<file path="config.mk">
export PLATFORM = sky130hd
export DESIGN_NAME = greedy_change_breakdown_core
export DESIGN_NICKNAME = d
export VERILOG_FILES = /design/src/hw/rtl/gcb_pkg.sv /design/src/hw/rtl/gcb_front.sv /design/src/hw/rtl/gcb_queue.sv /design/src/hw/rtl/gcb_back.sv /design/src/hw/rtl/greedy_change_breakdown_core.sv
export VERILOG_INCLUDE_DIRS = /design/src /design/src/hw/rtl
export SDC_FILE = /design/constraint.sdc
export NUM_CORES = 1
export LEC_CHECK = 0
export BUFFER_PORTS_ARGS = -buffer_cell sky130_fd_sc_hd__buf_4
export CORE_MARGIN = 5
export CORE_UTILIZATION = 60
export DETAILED_ROUTE_END_ITERATION = 10
export PLACE_DENSITY = 0.76
export SLEW_MARGIN = 20
export SYNTH_ARGS = -nofsm -noshare
export SYNTH_HDL_FRONTEND = slang
export SYNTH_SLANG_ARGS = --single-unit
</file>
<file path="constraint.sdc">
create_clock -name clock -period 16.8 [get_ports clock]
set_input_delay 2.52 -clock clock [delete_from_list [all_inputs] [get_ports clock]]
set_output_delay 2.52 -clock clock [all_outputs]
set_load 0.005 [all_outputs]
</file>
<file path="src/hw/rtl/greedy_change_breakdown_core_macros.svh">
// Assertion macros shared by the change breakdown RTL.
`ifndef GREEDY_CHANGE_BREAKDOWN_CORE_MACROS_SVH
`define GREEDY_CHANGE_BREAKDOWN_CORE_MACROS_SVH

// The consequent must hold in the same cycle as the antecedent.
`define GCB_ASSERT_NOW(lbl, clk, rst, ante, cons, msg) \
   lbl: assert property (@(posedge clk) disable iff (rst) (ante) |-> (cons)) else $error(msg);

// The consequent must hold in the cycle after the antecedent.
`define GCB_ASSERT_NEXT(lbl, clk, rst, ante, cons, msg) \
   lbl: assert property (@(posedge clk) disable iff (rst) (ante) |=> (cons)) else $error(msg);

`endif

</file>
<file path="src/hw/rtl/gcb_pkg.sv">
package gcb_pkg;

   // Field widths of the item and result channels.
   localparam int WholeWidth = 20;
   localparam int HundWidth  = 10;
   localparam int ValueWidth = 8;
   localparam int CountWidth = 13;

   // Denomination sequencing.
   localparam int NumDenoms = 14;
   localparam int IdxWidth  = 4;
   localparam logic [IdxWidth-1:0] IdxWhole200   = 4'd0;
   localparam logic [IdxWidth-1:0] IdxHund50     = 4'd8;
   localparam logic [IdxWidth-1:0] IdxLastDenom  = 4'(NumDenoms - 1);

   // Reciprocals for the two wide divisions: x / 200 = (x >> 3) / 25 and
   // h / 50 = (h >> 1) / 25. Both products are exact over the input range.
   localparam int WholeDivInWidth  = WholeWidth - 3;
   localparam int WholeRecipWidth  = 18;
   localparam int WholeRecipShift  = 22;
   localparam logic [WholeRecipWidth-1:0] WholeRecip = 18'd167773;
   localparam int WholeProdWidth   = WholeDivInWidth + WholeRecipWidth;

   localparam int HundDivInWidth   = HundWidth - 1;
   localparam int HundRecipWidth   = 10;
   localparam int HundRecipShift   = 14;
   localparam logic [HundRecipWidth-1:0] HundRecip = 10'd656;
   localparam int HundProdWidth    = HundDivInWidth + HundRecipWidth;
   localparam int HundQuotWidth    = 5;

   // Queue between the front and the back.
   localparam int QueueDepth = 2;
   localparam int PtrWidth   = $clog2(QueueDepth);
   localparam int CntWidth   = $clog2(QueueDepth + 1);

   // One classified item: both amounts and the estimated wide quotients.
   typedef struct packed {
      logic [WholeWidth-1:0]    whole;
      logic [HundWidth-1:0]     hund;
      logic [CountWidth-1:0]    q200;
      logic [HundQuotWidth-1:0] q50;
   } gcb_job_type;

   typedef struct packed {
      logic        valid;
      gcb_job_type job;
   } gcb_push_type;

   typedef struct packed {
      logic full;
      logic empty;
   } gcb_qstat_type;

   typedef enum logic [1:0] {
      BK_IDLE,
      BK_RUN,
      BK_FLUSH
   } gcb_back_state_type;

   // Face value of each denomination in emission order.
   function automatic logic [ValueWidth-1:0] denom_face(input logic [IdxWidth-1:0] idx);
      logic [ValueWidth-1:0] face;
      unique case (idx)
         4'd0:    face = 8'd200;
         4'd1:    face = 8'd100;
         4'd2:    face = 8'd50;
         4'd3:    face = 8'd20;
         4'd4:    face = 8'd10;
         4'd5:    face = 8'd5;
         4'd6:    face = 8'd2;
         4'd7:    face = 8'd1;
         4'd8:    face = 8'd50;
         4'd9:    face = 8'd20;
         4'd10:   face = 8'd10;
         4'd11:   face = 8'd5;
         4'd12:   face = 8'd2;
         4'd13:   face = 8'd1;
         default: face = 8'd1;
      endcase
      return face;
   endfunction

   // Hundredth denominations follow the whole-unit ones.
   function automatic logic denom_is_hund(input logic [IdxWidth-1:0] idx);
      return idx >= IdxHund50;
   endfunction

endpackage

</file>
<file path="src/hw/rtl/gcb_front.sv">
module gcb_front (
   input  logic                               clock,
   input  logic                               reset,
   input  logic                               start,
   output logic                               busy,
   input  logic [gcb_pkg::WholeWidth-1:0]     req_whole_units,
   input  logic [gcb_pkg::HundWidth-1:0]      req_hundredths,
   input  gcb_pkg::gcb_qstat_type             qstat,
   output gcb_pkg::gcb_push_type              push
);
   import gcb_pkg::*;

   logic                       stage_valid_ff, stage_valid_in;
   gcb_job_type                stage_job_ff, stage_job_in;
   logic                       accept;
   logic                       move_out;
   logic [WholeProdWidth-1:0]  whole_prod;
   logic [HundProdWidth-1:0]   hund_prod;

   // The stage holds one item until the queue has room for it.
   assign move_out = stage_valid_ff && !qstat.full;
   assign busy     = stage_valid_ff && qstat.full;
   assign accept   = start && !busy;

   // Estimate the two wide quotients with reciprocal products.
   assign whole_prod = WholeProdWidth'(req_whole_units[WholeWidth-1:3]) *
                       WholeProdWidth'(WholeRecip);
   assign hund_prod  = HundProdWidth'(req_hundredths[HundWidth-1:1]) *
                       HundProdWidth'(HundRecip);

   always_comb begin
      stage_job_in.whole = req_whole_units;
      stage_job_in.hund  = req_hundredths;
      stage_job_in.q200  = whole_prod[WholeRecipShift +: CountWidth];
      stage_job_in.q50   = hund_prod[HundRecipShift +: HundQuotWidth];
      stage_valid_in     = accept || (stage_valid_ff && !move_out);
   end

   always_ff @(posedge clock) begin
      if (reset) begin
         stage_valid_ff <= 1'b0;
      end else begin
         stage_valid_ff <= stage_valid_in;
      end
   end

   always_ff @(posedge clock) begin
      if (accept) begin
         stage_job_ff <= stage_job_in;
      end
   end

   assign push.valid = move_out;
   assign push.job   = stage_job_ff;

endmodule

</file>
<file path="src/hw/rtl/gcb_queue.sv">
`include "greedy_change_breakdown_core_macros.svh"

module gcb_queue (
   input  logic                    clock,
   input  logic                    reset,
   input  gcb_pkg::gcb_push_type   push,
   input  logic                    pop,
   output gcb_pkg::gcb_qstat_type  qstat,
   output gcb_pkg::gcb_job_type    head
);
   import gcb_pkg::*;

   gcb_job_type          entry_ff [QueueDepth];
   logic [PtrWidth-1:0]  wr_ptr_ff, wr_ptr_in;
   logic [PtrWidth-1:0]  rd_ptr_ff, rd_ptr_in;
   logic [CntWidth-1:0]  cnt_ff, cnt_in;

   // Pointer and fill count updates.
   always_comb begin
      wr_ptr_in = wr_ptr_ff;
      rd_ptr_in = rd_ptr_ff;
      cnt_in    = cnt_ff;
      if (push.valid) begin
         wr_ptr_in = (wr_ptr_ff == PtrWidth'(QueueDepth - 1)) ? '0 : wr_ptr_ff + 1'b1;
      end
      if (pop) begin
         rd_ptr_in = (rd_ptr_ff == PtrWidth'(QueueDepth - 1)) ? '0 : rd_ptr_ff + 1'b1;
      end
      if (push.valid && !pop) begin
         cnt_in = cnt_ff + 1'b1;
      end else if (pop && !push.valid) begin
         cnt_in = cnt_ff - 1'b1;
      end
   end

   always_ff @(posedge clock) begin
      if (reset) begin
         wr_ptr_ff <= '0;
         rd_ptr_ff <= '0;
         cnt_ff    <= '0;
      end else begin
         wr_ptr_ff <= wr_ptr_in;
         rd_ptr_ff <= rd_ptr_in;
         cnt_ff    <= cnt_in;
      end
   end

   always_ff @(posedge clock) begin
      if (push.valid) begin
         entry_ff[wr_ptr_ff] <= push.job;
      end
   end

   assign qstat.full  = (cnt_ff == CntWidth'(QueueDepth));
   assign qstat.empty = (cnt_ff == '0);
   assign head        = entry_ff[rd_ptr_ff];

   `GCB_ASSERT_NOW(a_no_push_full, clock, reset, push.valid, !qstat.full, "push into full queue")
   `GCB_ASSERT_NOW(a_no_pop_empty, clock, reset, pop, !qstat.empty, "pop from empty queue")
   `GCB_ASSERT_NEXT(a_cnt_bound, clock, reset, 1'b1, cnt_ff <= CntWidth'(QueueDepth),
      "queue count beyond depth")

endmodule

</file>
<file path="src/hw/rtl/gcb_back.sv">
`include "greedy_change_breakdown_core_macros.svh"

module gcb_back (
   input  logic                               clock,
   input  logic                               reset,
   input  gcb_pkg::gcb_qstat_type             qstat,
   input  gcb_pkg::gcb_job_type               head,
   output logic                               pop,
   output logic                               rsp_strobe,
   output logic [gcb_pkg::ValueWidth-1:0]     rsp_denom_value,
   output logic                               rsp_is_hundredths,
   output logic [gcb_pkg::CountWidth-1:0]     rsp_piece_count,
   output logic                               rsp_last
);
   import gcb_pkg::*;

   gcb_back_state_type        state_ff, state_in;
   logic [IdxWidth-1:0]       idx_ff, idx_in;
   logic [WholeWidth-1:0]     whole_ff, whole_in;
   logic [HundWidth-1:0]      hund_ff, hund_in;
   logic [CountWidth-1:0]     q200_ff, q200_in;
   logic [HundQuotWidth-1:0]  q50_ff, q50_in;

   logic                      pend_valid_ff, pend_valid_in;
   logic [ValueWidth-1:0]     pend_value_ff, pend_value_in;
   logic                      pend_hund_ff, pend_hund_in;
   logic [CountWidth-1:0]     pend_count_ff, pend_count_in;

   logic                      rsp_strobe_ff, rsp_strobe_in;
   logic [ValueWidth-1:0]     rsp_value_ff, rsp_value_in;
   logic                      rsp_hund_ff, rsp_hund_in;
   logic [CountWidth-1:0]     rsp_count_ff, rsp_count_in;
   logic                      rsp_last_ff, rsp_last_in;

   logic [ValueWidth-1:0]     face;
   logic                      is_hund;
   logic [WholeWidth-1:0]     prod200, rem200;
   logic [HundWidth-1:0]      prod50, rem50;
   logic [ValueWidth-1:0]     small_rem, small_next;
   logic [ValueWidth:0]       twice_face;
   logic [CountWidth-1:0]     step_count;
   logic [WholeWidth-1:0]     whole_next;
   logic [HundWidth-1:0]      hund_next;

   // One denomination step: the wide first steps correct the reciprocal
   // quotient, the narrow steps need at most two pieces.
   always_comb begin
      face       = denom_face(idx_ff);
      is_hund    = denom_is_hund(idx_ff);
      prod200    = (WholeWidth'(q200_ff) << 7) + (WholeWidth'(q200_ff) << 6) +
                   (WholeWidth'(q200_ff) << 3);
      rem200     = whole_ff - prod200;
      prod50     = (HundWidth'(q50_ff) << 5) + (HundWidth'(q50_ff) << 4) +
                   (HundWidth'(q50_ff) << 1);
      rem50      = hund_ff - prod50;
      small_rem  = is_hund ? hund_ff[ValueWidth-1:0] : whole_ff[ValueWidth-1:0];
      twice_face = {face, 1'b0};
      small_next = small_rem;
      step_count = '0;
      whole_next = whole_ff;
      hund_next  = hund_ff;
      if (idx_ff == IdxWhole200) begin
         if (rem200 >= WholeWidth'(200)) begin
            step_count = q200_ff + 1'b1;
            whole_next = rem200 - WholeWidth'(200);
         end else begin
            step_count = q200_ff;
            whole_next = rem200;
         end
      end else if (idx_ff == IdxHund50) begin
         if (rem50 >= HundWidth'(50)) begin
            step_count = CountWidth'(q50_ff) + 1'b1;
            hund_next  = rem50 - HundWidth'(50);
         end else begin
            step_count = CountWidth'(q50_ff);
            hund_next  = rem50;
         end
      end else begin
         if ({1'b0, small_rem} >= twice_face) begin
            step_count = CountWidth'(2);
            small_next = small_rem - twice_face[ValueWidth-1:0];
         end else if (small_rem >= face) begin
            step_count = CountWidth'(1);
            small_next = small_rem - face;
         end
         if (is_hund) begin
            hund_next = HundWidth'(small_next);
         end else begin
            whole_next = WholeWidth'(small_next);
         end
      end
   end

   // Sequencer: load an item, walk the fourteen denominations, then flush.
   // A found result is held back until the next found result or the flush, so that the last one is known.
   always_comb begin
      state_in      = state_ff;
      idx_in        = idx_ff;
      whole_in      = whole_ff;
      hund_in       = hund_ff;
      q200_in       = q200_ff;
      q50_in        = q50_ff;
      pend_valid_in = pend_valid_ff;
      pend_value_in = pend_value_ff;
      pend_hund_in  = pend_hund_ff;
      pend_count_in = pend_count_ff;
      rsp_strobe_in = 1'b0;
      rsp_value_in  = pend_value_ff;
      rsp_hund_in   = pend_hund_ff;
      rsp_count_in  = pend_count_ff;
      rsp_last_in   = 1'b0;
      pop           = 1'b0;
      unique case (state_ff)
         BK_IDLE: begin
            if (!qstat.empty) begin
               pop           = 1'b1;
               whole_in      = head.whole;
               hund_in       = head.hund;
               q200_in       = head.q200;
               q50_in        = head.q50;
               idx_in        = IdxWhole200;
               pend_valid_in = 1'b0;
               state_in      = BK_RUN;
            end
         end
         BK_RUN: begin
            whole_in = whole_next;
            hund_in  = hund_next;
            if (step_count != '0) begin
               rsp_strobe_in = pend_valid_ff;
               pend_valid_in = 1'b1;
               pend_value_in = face;
               pend_hund_in  = is_hund;
               pend_count_in = step_count;
            end
            if (idx_ff == IdxLastDenom) begin
               state_in = BK_FLUSH;
            end else begin
               idx_in = idx_ff + 1'b1;
            end
         end
         BK_FLUSH: begin
            rsp_strobe_in = 1'b1;
            rsp_last_in   = 1'b1;
            if (!pend_valid_ff) begin
               rsp_value_in = '0;
               rsp_hund_in  = 1'b0;
               rsp_count_in = '0;
            end
            pend_valid_in = 1'b0;
            state_in      = BK_IDLE;
         end
         default: begin
            state_in = BK_IDLE;
         end
      endcase
   end

   always_ff @(posedge clock) begin
      if (reset) begin
         state_ff      <= BK_IDLE;
         pend_valid_ff <= 1'b0;
         rsp_strobe_ff <= 1'b0;
      end else begin
         state_ff      <= state_in;
         pend_valid_ff <= pend_valid_in;
         rsp_strobe_ff <= rsp_strobe_in;
      end
   end

   always_ff @(posedge clock) begin
      idx_ff        <= idx_in;
      whole_ff      <= whole_in;
      hund_ff       <= hund_in;
      q200_ff       <= q200_in;
      q50_ff        <= q50_in;
      pend_value_ff <= pend_value_in;
      pend_hund_ff  <= pend_hund_in;
      pend_count_ff <= pend_count_in;
      rsp_value_ff  <= rsp_value_in;
      rsp_hund_ff   <= rsp_hund_in;
      rsp_count_ff  <= rsp_count_in;
      rsp_last_ff   <= rsp_last_in;
   end

   assign rsp_strobe        = rsp_strobe_ff;
   assign rsp_denom_value   = rsp_value_ff;
   assign rsp_is_hundredths = rsp_hund_ff;
   assign rsp_piece_count   = rsp_count_ff;
   assign rsp_last          = rsp_last_ff;

   `GCB_ASSERT_NEXT(a_flush_emits, clock, reset, state_ff == BK_FLUSH,
      rsp_strobe_ff && rsp_last_ff, "flush did not emit the last result")
   `GCB_ASSERT_NOW(a_more_follows, clock, reset, rsp_strobe_ff && !rsp_last_ff,
      pend_valid_ff, "non-last result without a following result")
   `GCB_ASSERT_NOW(a_marker_form, clock, reset, rsp_strobe_ff && rsp_count_ff == '0,
      rsp_last_ff && rsp_value_ff == '0, "malformed empty marker")
   `GCB_ASSERT_NOW(a_idle_clean, clock, reset, state_ff == BK_IDLE, !pend_valid_ff,
      "pending result left in idle")

endmodule

</file>
<file path="src/hw/rtl/greedy_change_breakdown_core.sv">
// Channel   Ports                                   Handshake
// item      req_whole_units, req_hundredths         start high while busy is low
// result    rsp_denom_value, rsp_is_hundredths,     rsp_strobe for one cycle
//           rsp_piece_count, rsp_last
//
// An item is registered in the front stage, where the wide quotients are estimated
// by reciprocal products, then waits in a two-entry queue. The back sequencer
// works on one item at a time: one load, fourteen denomination steps and one
// flush that emits the last result, and it takes no new item before that flush.
// A result is held until the next used denomination or the flush. Reset is
// synchronous and empties all three parts. The receiver cannot stall; busy rises
// only when the front stage and queue fill.
module greedy_change_breakdown_core (
   input  logic                               clock,
   input  logic                               reset,
   input  logic                               start,
   output logic                               busy,
   input  logic [gcb_pkg::WholeWidth-1:0]     req_whole_units,
   input  logic [gcb_pkg::HundWidth-1:0]      req_hundredths,
   output logic                               rsp_strobe,
   output logic [gcb_pkg::ValueWidth-1:0]     rsp_denom_value,
   output logic                               rsp_is_hundredths,
   output logic [gcb_pkg::CountWidth-1:0]     rsp_piece_count,
   output logic                               rsp_last
);
   import gcb_pkg::*;

   gcb_push_type   push;
   gcb_qstat_type  qstat;
   gcb_job_type    head;
   logic           pop;

   gcb_front u_front (
      .clock           (clock),
      .reset           (reset),
      .start           (start),
      .busy            (busy),
      .req_whole_units (req_whole_units),
      .req_hundredths  (req_hundredths),
      .qstat           (qstat),
      .push            (push)
   );

   gcb_queue u_queue (
      .clock (clock),
      .reset (reset),
      .push  (push),
      .pop   (pop),
      .qstat (qstat),
      .head  (head)
   );

   gcb_back u_back (
      .clock             (clock),
      .reset             (reset),
      .qstat             (qstat),
      .head              (head),
      .pop               (pop),
      .rsp_strobe        (rsp_strobe),
      .rsp_denom_value   (rsp_denom_value),
      .rsp_is_hundredths (rsp_is_hundredths),
      .rsp_piece_count   (rsp_piece_count),
      .rsp_last          (rsp_last)
   );

endmodule
</file>
Word level (Yosys, flattened, before mapping)
Memories as Yosys holds them, arrays and structs flattened. A register that Yosys moved wholly into a read port is not among the register bits.
Index checks and enable logic that the tools add are counted.
Widths: inputs -> output; s select.
{"block": "op_classes", "mux": 50, "n_eq_ne": 13, "addsub": 17, "n_mul": 2, "n_bitwise": 1, "magnitude_cmp": 5, "reduce_logical": 25}
{"operator": "$mux 20", "n": 5}
{"operator": "$mux 13", "n": 7}
{"operator": "$mux 10", "n": 5}
{"operator": "$mux 8", "n": 5}
{"operator": "$pmux 20 s2", "n": 1}
{"operator": "$mul 17x18->35 const B", "n": 1}
{"operator": "$add 20x16->20", "n": 1}
{"operator": "$add 20x19->20", "n": 1}
{"operator": "$ge 20x8->1 const B", "n": 1}
{"operator": "$pmux 10 s2", "n": 1}
{"operator": "$sub 20x20->20", "n": 1}
{"operator": "$sub 20x8->20 const B", "n": 1}
{"operator": "$sub 8x8->8", "n": 2}
{"operator": "$mul 9x6->15 const B", "n": 1}
{"operator": "$mux 1", "n": 15}
{"operator": "$add 13x1->13 const B", "n": 1}
{"operator": "$reduce_bool 13->1", "n": 1}
{"operator": "$mux 4", "n": 3}
{"operator": "$add 10x6->10", "n": 1}
{"operator": "$add 10x9->10", "n": 1}
{"operator": "$ge 10x6->1 const B", "n": 1}
{"operator": "$sub 10x10->10", "n": 1}
{"operator": "$sub 10x6->10 const B", "n": 1}
{"operator": "$ge 8x9->1", "n": 1}
{"operator": "31 further kinds", "n": 54}
{"block": "totals", "ramBits": 96, "regBits": 154, "wordCells": 138, "inputBits": 33, "memories": 2, "mem_bits_ro": 128, "output_inout_bits": 25}
{"memory": "(no name shown)", "words": 16, "word_bits": 8, "read_ports": 1, "rd_ports_with_merged_regs": 1, "write_ports": 0, "line_no": "gcb_pkg.sv:63", "text": "unique case (idx)"}
{"memory": "u_queue.entry_ff", "words": 2, "word_bits": 48, "read_ports": 1, "rd_ports_with_merged_regs": 1, "write_ports": 1, "line_no": "gcb_queue.sv:13", "text": "gcb_job_type entry_ff [QueueDepth];"}

Longest topological paths before layout
{"block": "depth", "depth_word": 10, "ltp_mapped": 22, "depth_no_buf": 22}

Hierarchy
A second synthesis with hierarchy kept.
{"block": "hier_totals", "hier_cells": 1787, "hier_area_um2": 19680.1}
{"module": "gcb_back", "area_each_um2": 8396.8, "cells_per_inst": 913, "n_inst": 1, "seq_area_each_um2": 2922.8}
{"module": "gcb_front", "area_each_um2": 7612.3, "cells_per_inst": 703, "n_inst": 1, "seq_area_each_um2": 1461.4}
{"module": "gcb_queue", "area_each_um2": 3671.0, "cells_per_inst": 171, "n_inst": 1, "seq_area_each_um2": 2982.9}

Worst setup path before layout
OpenSTA, ideal clock, no wires.
{"block": "synth_path", "path_type": "input to register", "startpoint": "input req_whole_units[17] in the netlist's numbering", "endpoint": "register u_front.stage_job_ff, in the netlist u_front.push[11] (data pin)", "setup_time_ns": 0.262, "arrival_time_ns": 7.708, "cell_stages": 22, "slack_ns": 8.829, "t_required_ns": 16.538, "path_buffers": 0, "cell_sequence": "fa_1 inv_1 fa_1 inv_1 fa_1 inv_1 fa_1 inv_1 fa_1 fa_1 ha_1 a21o_1 a21o_1 a21o_1 a21oi_1 o21ai_0 a21o_1 a21oi_1 o311ai_0 a21oi_1 o21bai_1 xor2_1"}
{"block": "synth_via", "elab_chain_cells": 1}
{"item": "start: declaration", "line_no": "greedy_change_breakdown_core.sv:18", "text": "input logic [gcb_pkg::WholeWidth-1:0] req_whole_units,"}
{"item": "$mul 17x18->35", "line_no": "gcb_front.sv:26", "text": "assign whole_prod = WholeProdWidth'(req_whole_units[WholeWidth-1:3]) *"}
{"item": "net u_front.whole_prod[28]", "line_no": "gcb_front.sv:17", "text": "logic [WholeProdWidth-1:0] whole_prod;"}
{"item": "end signal: assignment", "line_no": "gcb_front.sv:49", "text": "stage_job_ff <= stage_job_in;"}
{"item": "end: declaration", "line_no": "gcb_front.sv:14", "text": "gcb_job_type stage_job_ff, stage_job_in;"}
The timed path passes the listed nets, and every way through them passes these cells.
A chain may end at the register's enable or synchronous reset.

Worst setup path after layout
{"block": "layout_path", "startpoint": "input req_whole_units[8] in the netlist's numbering", "endpoint": "register u_front.stage_job_ff, in the netlist u_front.push[16] (data pin)"}
The elaborated chain is that of the path after synthesis.

==> out/metrics.yaml <==
status:
  status: "finished, final reports clean"
layout:
  layout-drive-gt1-share: 0.0892
  seq_area_um2: 7370
  syn2layout_area_growth_pct: 9.07
  diodes: 0
  nFillCells: 2358
  nets: 2146
  multi_input_area_um2: 10400
critical_path:
  cpMostUsedCell: "fa_1"
  crit_fanout: 6
  crit_slowest_cell: "fa_1"
  slowest_delay_ns: 0.63
  worstPathCellList: "buf_4 -> fa_1 -> inv_1 -> fa_1 -> fa_1 -> inv_1 -> fa_1 -> fa_1 -> fa_1 -> ha_1 -> a21oi_1 -> nand2_1 -> a21o_1 -> a21oi_1 -> a311o_1 -> a31oi_1 -> o21ai_0 -> a31oi_1 -> or4_1 -> o311ai_0"
  worstPathArrival_ns: 8.23
  worstSetupPathType: "input pin to flop"
  cp.required_ns: 17.13
  endpoint_kind: "flop"
  crit_path_start_kind: "input pin"
sta:
  layout_min_cycle_time_ns: 7.90
  final.setup.tns_ns: 0
  rsz0062_at_grt: "false"
  slew_headroom: 0.193
  slew_violations: 0
  finalSetupViolations: 0
  fin_crit_sh: 0.470
  finClkSkew_ns: 0.0190
  final-hold-violation-count: 0
  worst_slew_pin_slew_ns: 1.18
  fmax_mhz: 127
cts:
  cts.reportedPaths.clkPinSlew_ns: 0.06
  cts_max_level: 1
  holdBufCountCts: 0
  cts_root_buf: "clkbuf_16"
  cts_resized: 0
  cts_tree: "built"
  post_cts_buffers: 0
  clk_latency_ns: 0.54
  cts.sinks: 259
  cts_made_buffers: 28
  clockBufferDepth: 3
synthesis:
  yosysMostFrequentCell: "inv_1"
  yosysTopAreaCell: "edfxtp_1"
  synth_simple_gate_area_frac: 0.0739
  synth_nets: 2085
  syn-cell-area_um2: 19100
  synth_xor_area_frac: 0.0371
  synth_cells: 1668
  synthAdderAreaFrac: 0.307
  syn_area_per_cell_um2: 11.4
  synth_top_area_share: 0.343
  synth_top_family_by_area: "adder cells"
  seq_area_frac_synth: 0.386
  async_flop_share: 0
  synthMuxAreaShare: 0.0408
  yosys-top-cells-count: "inv_1 (313), ha_1 (244), edfxtp_1 (218)"
  synth_area_leaders: "edfxtp_1 (34%), ha_1 (16%), fa_1 (15%)"
  ys_seq_elements: 259
  synth_edf_count: 218
  synth_cell_types: 77
  ys.flop_type: "edfxtp_1"
  synth_compound_area_frac: 0.0867
  synth_warnings: 0
floorplan:
  std_cell_rows: 65
  fp.dieArea_um2: 35500
  die_h_um: 188
  floorplan.core_area_um2: 31500
  start_util: 0.606
  ios: 58
  die_w_um: 188
worst_hold_path:
  hold_path_class: "flop to flop"
global_routing:
  grt_pass1_vias: 12600
  grt_overflow: 0
  grtUsageTotal: 0.225
  grt_max_degree: 56
  grt_pass1_wl_mm: 65.2
  antenna_found_initial: 0
job:
  drv_cap: 0
route:
  drt-pass1-iter-count: 5
  drtIter0Drc: 706
  routed_via_density: 5.63
  wl_mm: 39.2
  route.vias.total: 12100
  drtAntennaViolNets: 0
  route.detailed.drc: 0
  wire_per_inst_um: 18.2
placement:
  hpwl_mm: 30.7
  gp_congestion: 0.985
  portBuffers: 57
[registers in the layout, summed over array words and instances, names as in the netlist, 2 cells and up, named ones only]
name	count
u_back.state_ff	2
u_back.hund_ff	10
u_queue.entry_ff	96
u_back.pend_value_ff	8
u_back.rsp_piece_count	13
u_back.q200_ff	13
u_back.q50_ff	5
u_back.face	8
u_back.rsp_denom_value	8
u_back.whole_ff	20
u_front.push	48
u_back.idx_ff	4
u_queue.cnt_ff	2
u_back.pend_count_ff	13
[cells in the final DEF, fill, tap and decap left out, types with 12 or more instances in the layout]
| master | netlist | routed |
|---|---|---|
| xnor2_1 | 55 | 55 |
| mux2_2 | 27 | 27 |
| ha_1 | 244 | 243 |
| dfxtp_1 | 41 | 40 |
| fa_1 | 140 | 140 |
| clkbuf_16 | 0 | 29 |
| a21oi_1 | 46 | 46 |
| xor2_1 | 24 | 24 |
| and2_1 | 33 | 33 |
| edfxtp_1 | 218 | 218 |
| nor2b_1 | 13 | 12 |
| nor2_1 | 70 | 69 |
| a211oi_1 | 12 | 12 |
| buf_4 | 0 | 64 |
| nand2_1 | 58 | 58 |
| nand3_1 | 24 | 24 |
| inv_1 | 313 | 313 |
| o21ai_0 | 53 | 53 |
| mux2i_1 | 46 | 46 |
| o22ai_1 | 22 | 22 |
| nor3_1 | 16 | 16 |
| a21o_1 | 27 | 27 |
[path summary, 6_finish.rpt]
path / slack [ns] / cells past startpoint / end / start
worst max-delay path: 8.90 / 20 / u_front.push[16] / req_whole_units[8]
worst min-delay path: 0.43 / 0 / u_back.pend_value_ff[3] / u_back.face[3]
worst max register to register: 10.43 / 17 / u_back.pend_count_ff[1] / u_back.q200_ff[6]
worst min register to register: 0.43 / 0 / u_back.pend_value_ff[3] / u_back.face[3]
[kinds of logic (layout without fill, tap and decap cells)]
kind of cell,count (synthesis),in the layout
multiplexers,74,74
buffers and inverters,346,427
XOR/XNOR,80,80
AO/OA/AOI/OAI,249,249
adder cells (fa/ha/maj),384,384
AND/OR/NAND/NOR,276,276
flip-flops,259,259
[critical path, delay by kind of cell]
kind | cells | cell delay [ns]
AOI/OAI and AO/OA | 8 | 1.52
adders and majority gates | 7 | 3.41
buffers and inverters | 3 | 0.27
and+or+nand+nor | 2 | 0.50
[through the flow]
step / util / setup WS (ns) / hold WS [ns] / cell area [um2] / cells
final: 0.661 / 8.90 / 0.434 / 20800 / 2151
after global placement: 0.634 / 8.46 / 0.415 / 20000 / 2101
after detailed placement: 0.634 / 8.36 / 0.418 / 20000 / 2101
after global routing: 0.661 / 8.56 / 0.450 / 20800 / 2151
after CTS: 0.661 / 8.91 / 0.434 / 20800 / 2151
after floorplan: - / 8.83 / 0.408 / 19100 / 1668
[layout make-up]
type / instances / area share
multi-input cells: 1063 / 0.501
flip-flops and latches: 259 / 0.354
inverters: 313 / 0.0564
clock buffers: 37 / 0.0363
well taps: 402 / 0.0242
repair buffers: 64 / 0.0231
clock inverters: 13 / 0.00457
[per-layer routing]
| layer | share of wire | GRT usage | up-vias | wire [um] |
|---|---|---|---|---|
| met3 | 0.043 | 0.0274 | 69 | 1670 |
| met5 | 0 | 0 | - | 0 |
| met1 | 0.44 | 0.307 | 5937 | 17300 |
| met2 | 0.49 | 0.387 | 271 | 19200 |
| met4 | 0.025 | 0.0549 | 0 | 982 |
| li1 | - | - | 5838 | - |
Power is not shown: default switching activity piles up to over one toggle a cycle in this logic, so the estimate is an artifact.
